==> src/design/tpaoa_pkg.sv <==
package tpaoa_pkg;

    // Field and state widths
    localparam int ADC_W   = 12;
    localparam int TALLY_W = 32;
    localparam int SUM_W   = ADC_W + TALLY_W;
    localparam int TGT_W   = 16;
    localparam int STAT_W  = 2;
    localparam int BIT_W   = $clog2(ADC_W);
    localparam int NPH     = 3;
    localparam int PH_W    = 2;

    localparam logic [TGT_W-1:0]   TGT_RESET = TGT_W'(1024);
    localparam logic [TALLY_W-1:0] TALLY_MAX = '1;
    localparam logic [BIT_W-1:0]   BIT_TOP   = BIT_W'(ADC_W - 1);
    localparam logic [PH_W-1:0]    PH_LAST   = PH_W'(NPH - 1);

    // Operation codes
    localparam logic OP_ACCUM   = 1'b0;
    localparam logic OP_RESTART = 1'b1;

    // Result status codes
    typedef enum logic [STAT_W-1:0] {
        ST_RUNNING  = 2'd0,
        ST_COMPLETE = 2'd1,
        ST_INVALID  = 2'd2
    } status_t;

    // Controller states
    typedef enum logic [2:0] {
        S_IDLE,
        S_EVAL,
        S_CHECK,
        S_DIV,
        S_EMIT
    } state_t;

    // Controller to datapath commands
    typedef struct packed {
        logic    capture;
        logic    clear;
        logic    accumulate;
        logic    div_start;
        logic    div_step;
        logic    load_status;
        status_t status;
        logic    load_out;
    } ctrl_cmd_t;

    // Datapath to controller status
    typedef struct packed {
        logic op_restart;
        logic target_zero;
        logic below_target;
        logic div_done;
        logic out_busy;
    } dp_stat_t;

endpackage

==> src/design/tpaoa_ctrl.sv <==
module tpaoa_ctrl (
    input  logic                  aclk,
    input  logic                  aresetn,
    input  logic                  s_valid,
    output logic                  s_ready,
    input  tpaoa_pkg::dp_stat_t   stat,
    output tpaoa_pkg::ctrl_cmd_t  cmd
);
    import tpaoa_pkg::*;

    state_t state_reg;
    state_t state_next;

    // State register
    always_ff @(posedge aclk) begin
        if (!aresetn) begin
            state_reg <= S_IDLE;
        end else begin
            state_reg <= state_next;
        end
    end

    // Next state and commands
    always_comb begin
        state_next = state_reg;
        cmd        = '0;
        cmd.status = ST_RUNNING;
        s_ready    = 1'b0;
        case (state_reg)
            S_IDLE: begin
                s_ready = 1'b1;
                if (s_valid) begin
                    cmd.capture = 1'b1;
                    state_next  = S_EVAL;
                end
            end
            S_EVAL: begin
                if (stat.op_restart) begin
                    cmd.clear       = 1'b1;
                    cmd.load_status = 1'b1;
                    cmd.status      = ST_RUNNING;
                    state_next      = S_EMIT;
                end else if (stat.target_zero) begin
                    cmd.load_status = 1'b1;
                    cmd.status      = ST_INVALID;
                    state_next      = S_EMIT;
                end else begin
                    cmd.accumulate = 1'b1;
                    state_next     = S_CHECK;
                end
            end
            S_CHECK: begin
                if (stat.below_target) begin
                    cmd.load_status = 1'b1;
                    cmd.status      = ST_RUNNING;
                    state_next      = S_EMIT;
                end else begin
                    cmd.div_start = 1'b1;
                    state_next    = S_DIV;
                end
            end
            S_DIV: begin
                cmd.div_step = 1'b1;
                if (stat.div_done) begin
                    cmd.load_status = 1'b1;
                    cmd.status      = ST_COMPLETE;
                    state_next      = S_EMIT;
                end
            end
            S_EMIT: begin
                if (!stat.out_busy) begin
                    cmd.load_out = 1'b1;
                    state_next   = S_IDLE;
                end
            end
            default: begin
                state_next = S_IDLE;
            end
        endcase
    end

endmodule

==> src/design/tpaoa_dp.sv <==
module tpaoa_dp (
    input  logic                          aclk,
    input  logic                          aresetn,
    input  logic                          cfg_valid,
    output logic                          cfg_ready,
    input  logic [tpaoa_pkg::TGT_W-1:0]   cfg_data,
    input  logic                          s_operation,
    input  logic [tpaoa_pkg::ADC_W-1:0]   s_phase_a_sample,
    input  logic [tpaoa_pkg::ADC_W-1:0]   s_phase_b_sample,
    input  logic [tpaoa_pkg::ADC_W-1:0]   s_phase_c_sample,
    output logic                          m_valid,
    input  logic                          m_ready,
    output logic [tpaoa_pkg::STAT_W-1:0]  m_status,
    output logic                          m_result_ready,
    output logic [tpaoa_pkg::ADC_W-1:0]   m_offset_a,
    output logic [tpaoa_pkg::ADC_W-1:0]   m_offset_b,
    output logic [tpaoa_pkg::ADC_W-1:0]   m_offset_c,
    input  tpaoa_pkg::ctrl_cmd_t          cmd,
    output tpaoa_pkg::dp_stat_t           stat
);
    import tpaoa_pkg::*;

    logic [TGT_W-1:0]   target_reg;
    logic [TALLY_W-1:0] tally_reg;
    logic [SUM_W-1:0]   sum_reg [NPH];
    logic [ADC_W-1:0]   avg_reg [NPH];
    logic               ready_reg;
    status_t            status_reg;

    // captured transaction
    logic               op_reg;
    logic [ADC_W-1:0]   sample_reg [NPH];

    // divider
    logic [SUM_W-1:0]   rem_reg;
    logic [ADC_W-1:0]   quo_reg;
    logic [BIT_W-1:0]   bit_reg;
    logic [PH_W-1:0]    ph_reg;
    logic [SUM_W-1:0]   divisor_sh;
    logic               div_ge;
    logic [SUM_W-1:0]   rem_next;
    logic [ADC_W-1:0]   quo_next;
    logic [PH_W-1:0]    ph_next;
    logic               last_bit;

    // output register
    logic               m_valid_reg;
    logic [STAT_W-1:0]  m_status_reg;
    logic               m_ready_flag_reg;
    logic [ADC_W-1:0]   m_offset_reg [NPH];

    assign cfg_ready = 1'b1;

    // One restoring step: quotient bit bit_reg of sum / tally
    always_comb begin
        divisor_sh = {{(SUM_W - TALLY_W){1'b0}}, tally_reg} << bit_reg;
        div_ge     = (rem_reg >= divisor_sh);
        rem_next   = div_ge ? (rem_reg - divisor_sh) : rem_reg;
        quo_next   = div_ge ? (quo_reg | (ADC_W'(1) << bit_reg)) : quo_reg;
        ph_next    = ph_reg + PH_W'(1);
        last_bit   = (bit_reg == '0);
    end

    // Status toward the controller
    always_comb begin
        stat.op_restart   = (op_reg == OP_RESTART);
        stat.target_zero  = (target_reg == '0);
        stat.below_target = (tally_reg < {{(TALLY_W - TGT_W){1'b0}}, target_reg});
        stat.div_done     = last_bit && (ph_reg == PH_LAST);
        stat.out_busy     = m_valid_reg && !m_ready;
    end

    // Captured transaction fields
    always_ff @(posedge aclk) begin
        if (cmd.capture) begin
            op_reg        <= s_operation;
            sample_reg[0] <= s_phase_a_sample;
            sample_reg[1] <= s_phase_b_sample;
            sample_reg[2] <= s_phase_c_sample;
        end
    end

    // Divider working registers
    always_ff @(posedge aclk) begin
        if (cmd.div_start) begin
            ph_reg  <= '0;
            bit_reg <= BIT_TOP;
            rem_reg <= sum_reg[0];
            quo_reg <= '0;
        end else if (cmd.div_step) begin
            if (last_bit) begin
                ph_reg  <= ph_next;
                bit_reg <= BIT_TOP;
                rem_reg <= (ph_reg == PH_LAST) ? rem_next : sum_reg[ph_next];
                quo_reg <= '0;
            end else begin
                bit_reg <= bit_reg - BIT_W'(1);
                rem_reg <= rem_next;
                quo_reg <= quo_next;
            end
        end
    end

    // Calibration state
    always_ff @(posedge aclk) begin
        if (!aresetn) begin
            target_reg <= TGT_RESET;
            tally_reg  <= '0;
            ready_reg  <= 1'b0;
            status_reg <= ST_RUNNING;
            for (int i = 0; i < NPH; i++) begin
                sum_reg[i] <= '0;
                avg_reg[i] <= '0;
            end
        end else begin
            if (cfg_valid) begin
                target_reg <= cfg_data;
            end
            if (cmd.load_status) begin
                status_reg <= cmd.status;
            end
            if (cmd.clear) begin
                tally_reg <= '0;
                ready_reg <= 1'b0;
                for (int i = 0; i < NPH; i++) begin
                    sum_reg[i] <= '0;
                    avg_reg[i] <= '0;
                end
            end else if (cmd.accumulate && (tally_reg != TALLY_MAX)) begin
                tally_reg <= tally_reg + TALLY_W'(1);
                for (int i = 0; i < NPH; i++) begin
                    sum_reg[i] <= sum_reg[i] + {{(SUM_W - ADC_W){1'b0}}, sample_reg[i]};
                end
            end else if (cmd.div_step && last_bit) begin
                avg_reg[ph_reg] <= quo_next;
                if (ph_reg == PH_LAST) begin
                    ready_reg <= 1'b1;
                end
            end
        end
    end

    // Output register: offsets read as zero until ready
    always_ff @(posedge aclk) begin
        if (!aresetn) begin
            m_valid_reg <= 1'b0;
        end else if (cmd.load_out) begin
            m_valid_reg <= 1'b1;
        end else if (m_ready) begin
            m_valid_reg <= 1'b0;
        end
    end

    always_ff @(posedge aclk) begin
        if (cmd.load_out) begin
            m_status_reg     <= status_reg;
            m_ready_flag_reg <= ready_reg;
            for (int i = 0; i < NPH; i++) begin
                m_offset_reg[i] <= ready_reg ? avg_reg[i] : '0;
            end
        end
    end

    assign m_valid        = m_valid_reg;
    assign m_status       = m_status_reg;
    assign m_result_ready = m_ready_flag_reg;
    assign m_offset_a     = m_offset_reg[0];
    assign m_offset_b     = m_offset_reg[1];
    assign m_offset_c     = m_offset_reg[2];

endmodule

==> src/design/three_phase_adc_offset_averager_core.sv <==
// Each transaction is captured in IDLE and judged in EVAL: a restart or an invalid target
// goes on to EMIT, a tally still below target passes CHECK, and a full tally passes CHECK
// and DIV. One transaction at a time: the shared bit-serial divider works the three phases
// in turn, and the next sample is taken only after the result has been loaded in EMIT.
// Synchronous active-low reset: sums, tally, offsets and ready flag cleared, target 1024.
module three_phase_adc_offset_averager_core (
    input  logic                          aclk,
    input  logic                          aresetn,
    input  logic                          cfg_valid,
    output logic                          cfg_ready,
    input  logic [tpaoa_pkg::TGT_W-1:0]   cfg_data,
    input  logic                          s_valid,
    output logic                          s_ready,
    input  logic                          s_operation,
    input  logic [tpaoa_pkg::ADC_W-1:0]   s_phase_a_sample,
    input  logic [tpaoa_pkg::ADC_W-1:0]   s_phase_b_sample,
    input  logic [tpaoa_pkg::ADC_W-1:0]   s_phase_c_sample,
    output logic                          m_valid,
    input  logic                          m_ready,
    output logic [tpaoa_pkg::STAT_W-1:0]  m_status,
    output logic                          m_result_ready,
    output logic [tpaoa_pkg::ADC_W-1:0]   m_offset_a,
    output logic [tpaoa_pkg::ADC_W-1:0]   m_offset_b,
    output logic [tpaoa_pkg::ADC_W-1:0]   m_offset_c
);
    import tpaoa_pkg::*;

    ctrl_cmd_t cmd;
    dp_stat_t  stat;

    // Sequencer
    tpaoa_ctrl u_ctrl (
        .aclk    (aclk),
        .aresetn (aresetn),
        .s_valid (s_valid),
        .s_ready (s_ready),
        .stat    (stat),
        .cmd     (cmd)
    );

    // Accumulators, divider and output register
    tpaoa_dp u_dp (
        .aclk             (aclk),
        .aresetn          (aresetn),
        .cfg_valid        (cfg_valid),
        .cfg_ready        (cfg_ready),
        .cfg_data         (cfg_data),
        .s_operation      (s_operation),
        .s_phase_a_sample (s_phase_a_sample),
        .s_phase_b_sample (s_phase_b_sample),
        .s_phase_c_sample (s_phase_c_sample),
        .m_valid          (m_valid),
        .m_ready          (m_ready),
        .m_status         (m_status),
        .m_result_ready   (m_result_ready),
        .m_offset_a       (m_offset_a),
        .m_offset_b       (m_offset_b),
        .m_offset_c       (m_offset_c),
        .cmd              (cmd),
        .stat             (stat)
    );

endmodule

==> config.mk <==
export PLATFORM = sky130hd
export DESIGN_NAME = three_phase_adc_offset_averager_core
export DESIGN_NICKNAME = d
export VERILOG_FILES = /design/src/design/tpaoa_pkg.sv /design/src/design/tpaoa_ctrl.sv /design/src/design/tpaoa_dp.sv /design/src/design/three_phase_adc_offset_averager_core.sv
export SDC_FILE = /design/constraint.sdc
export NUM_CORES = 1
export LEC_CHECK = 0
export BUFFER_PORTS_ARGS = -buffer_cell sky130_fd_sc_hd__buf_2
export CAP_MARGIN = 5
export CORE_MARGIN = 2
export CORE_UTILIZATION = 63
export CTS_CLUSTER_DIAMETER = 150
export DETAILED_ROUTE_END_ITERATION = 8
export PLACE_DENSITY = 0.81
export SLEW_MARGIN = 5
export SYNTH_ARGS = -nofsm -noshare
export SYNTH_HDL_FRONTEND = slang
export SYNTH_HIERARCHICAL = 1
export SYNTH_SLANG_ARGS = --single-unit
==> constraint.sdc <==
create_clock -name aclk -period 6.7 [get_ports aclk]
set_input_delay 1.005 -clock aclk [delete_from_list [all_inputs] [get_ports aclk]]
set_output_delay 1.005 -clock aclk [all_outputs]
set_load 0.02 [all_outputs]
==> impl_metrics.py <==
metrics = {
    "outcome": {
        "outcome": "finished clean",
    },
    "clocking": {
        "path_clk_slew_ps": 60,
        "cts_hold_buf": 0,
        "cts-root-buf": "clkbuf_16",
        "cts-buffers-inserted": 39,
        "cts_setup_buffers": 0,
        "tritoncts": "yes",
        "htreeDepth": 2,
        "cts.path.max_buffers": 3,
        "cts_sinks": 361,
        "clock_latency_ps": 560,
        "cts_resized": 0,
    },
    "power": {
        "p_leak_nw": 9.26,
        "power_density_nw_per_um2": 315,
        "ir_worst_vdd_mv": 0.247,
    },
    "sta": {
        "finalSetupViolations": 0,
        "worst_pin_slew_ps": 1260,
        "relSlewSlack": 0.160,
        "grt_setup_unrepaired": "no",
        "finClkSkew_ps": 18.8,
        "max_freq_mhz": 171,
        "hold_viol_final": 0,
        "setup_slack_ps": 855,
        "tns_ps": 0,
        "maxSlewViolCount": 0,
        "layout_min_cycle_time_ps": 5850,
        "fin_crit_sh": 0.872,
    },
    "detailed_routing": {
        "routedWlPerCell_um": 19.5,
        "vias": 18487,
        "drc": 0,
        "dr.pass1.iters": 6,
        "drtAntennaViolNets": 0,
        "drt_iter0_markers": 1607,
        "via_per_inst": 6.32,
        "wl_um": 57000,
    },
    "finish": {
        "final_cell_mix": "edfxtp_1, nor2_1, nand2_1, a21oi_1, ha_1",
        "largest_reg_flops": 132,
        "layout-drive-gt1-share": 0.105,
        "multi_input_area_um2": 12000,
        "fillCellCount": 2602,
        "num-nets-final": 2599,
        "final_cell_count_no_fill": 2923,
        "n_antenna_cell": 0,
        "seqCellArea_um2": 10100,
        "final_common_cell": "edfxtp_1",
        "stdcell_area_um2": 25000,
        "area_delta_synth_final_pct": 9.25,
    },
    "place": {
        "gp_congestion": 0.949,
        "detailedPlace.worstSlack_ps": 986,
        "dp_cells": 2852,
        "io_buffers": 98,
        "place_hpwl_um": 40600,
        "dpl-instance-area_um2": 23600,
    },
    "logic_synthesis": {
        "syn_area_um2": 22900,
        "yosys_most_used_dff": "edfxtp_1",
        "ys_warn_count": 6,
        "synthDistinctLibCells": 81,
        "ys_seq_area_frac": 0.442,
        "postSynthNetCount": 2572,
        "syn_inst": 2405,
        "syn_area_per_cell_um2": 9.52,
        "async_flop_share": 0,
        "ys_ff_latch": 361,
        "synth_edf_count": 288,
    },
    "global_route": {
        "grt_pass1_vias": 17574,
        "gr-total-overflow": 0,
        "grt_max_degree": 86,
        "grt_use_total": 0.298,
        "grt_pass1_wl_um": 90800,
        "antenna_found_initial": 0,
    },
    "floorplan": {
        "die_w_um": 195,
        "start_util": 0.642,
        "core_region_area_um2": 35700,
        "die_h_um": 195,
        "fp-row-count": 69,
        "pin_count": 100,
        "die_area_um2": 37900,
    },
    "setup_path": {
        "arrival_ps": 6130,
        "required_ps": 6990,
        "crit_start": "u_dp/bit_reg[0]",
        "crit_end": "u_dp/avg_reg[2][10]",
        "criticalPathCategory": "reg -> reg",
        "worstSetupStartpointType": "flip-flop",
        "r2r-start": "u_dp/bit_reg[0]",
        "path_max_fanout": 41,
        "end_kind": "flip-flop",
        "ff2ff_path_depth": 14,
        "ff2ff_setup_slack_ps": 850,
        "regToRegEndpoint": "u_dp/avg_reg[2][10]",
    },
    "hold_path": {
        "holdCritStartpoint": "u_dp/status_reg[0]",
        "hold_class": "reg -> reg",
        "min_path_cells": 0,
    },
    "run": {
        "maxCapViolations": 0,
    },
}
critical path, stage by stage, from the launching register on:
cell and delay [ps]:
dfxtp_2 980, inv_1 420, o21ai_0 470, mux2i_1 160, or2_2 320, ha_1 360, and3_1 220, and2_1 170
a221oi_1 520, a21boi_0 240, a31o_2 160, a21o_1 720, nor3_2 200, a21oi_1 460, nor2_1 130
where the power goes:
group / switching [mW] / internal [mW] / total [mW]
sequential: 0.262 / 2.70 / 2.97
combinational: 1.61 / 1.00 / 2.61
clock: 0.882 / 1.41 / 2.29
cells in the mapped netlist, drive strengths merged (11+ instances only):
| master | n | area [um^2] |
|---|---|---|
| mux2i | 93 | 931 |
| nand2b | 15 | 93.8 |
| o21bai | 11 | 82.6 |
| and4 | 13 | 114 |
| or3 | 27 | 169 |
| nand2 | 244 | 916 |
| inv | 76 | 285 |
| nor2 | 280 | 1050 |
| buf | 29 | 153 |
| nor3 | 55 | 300 |
| a21oi | 165 | 856 |
| and3 | 49 | 307 |
| mux4 | 20 | 450 |
| nor4 | 20 | 125 |
| nor2b | 45 | 282 |
| and2 | 53 | 332 |
| o21a | 13 | 97.6 |
| nand3 | 60 | 300 |
| xor2 | 87 | 762 |
| dfxtp | 73 | 1460 |
| ha | 105 | 1310 |
| nand4 | 31 | 194 |
| a21o | 28 | 210 |
| o211ai | 32 | 245 |
| xnor2 | 78 | 683 |
| a211oi | 23 | 173 |
| clkbuf | 109 | 409 |
| a31oi | 26 | 163 |
| o21ai | 148 | 741 |
| edfxtp | 288 | 8650 |
worst min-delay path by stage:
stage	slack, ps	end
2_1_floorplan	410	u_dp/m_status[0]
3_3_place_gp	420	u_dp/m_status[0]
3_5_place_dp	430	u_dp/m_status[0]
4_1_cts	440	u_dp/m_status[0]
5_1_grt	460	u_dp/m_status[0]
6_report	440	u_dp/m_status[0]
layout make-up:
class,instances,area share
multi-input cells,1828,0.479
flip-flops and latches,361,0.404
clock buffers,49,0.0430
repair buffers,124,0.0274
well taps,461,0.0231
clock inverters,22,0.0118
inverters,78,0.0117
per-stage QoR:
stage               hold WS [ps]   util  power, mW
floorplan                    408      -       4.91
global placement             419  0.663       5.47
detailed placement           428  0.663       5.54
CTS                          442  0.701       7.86
global route                 458  0.701       8.26
finish                       442  0.701       7.87
cells by family (layout without fill, tap and decap cells):
group,after synthesis,in the layout,share of synthesized area
compound gates,514,514,0.141
xor+xnor,165,165,0.0631
fa+ha+maj,109,109,0.0609
buf+inv,216,273,0.0373
flops,361,361,0.442
mux,121,121,0.0643
other cells,1,1,0.000164
simple gates,918,918,0.191
routing by layer:
metal / up-vias / GRT usage / share of wire
li1: 8742 / - / -
met1: 8785 / 0.402 / 0.42
met2: 851 / 0.496 / 0.47
met3: 109 / 0.0333 / 0.079
met4: 0 / 0.115 / 0.033
met5: - / 0 / 0
Power figures use the tool's default switching activity.
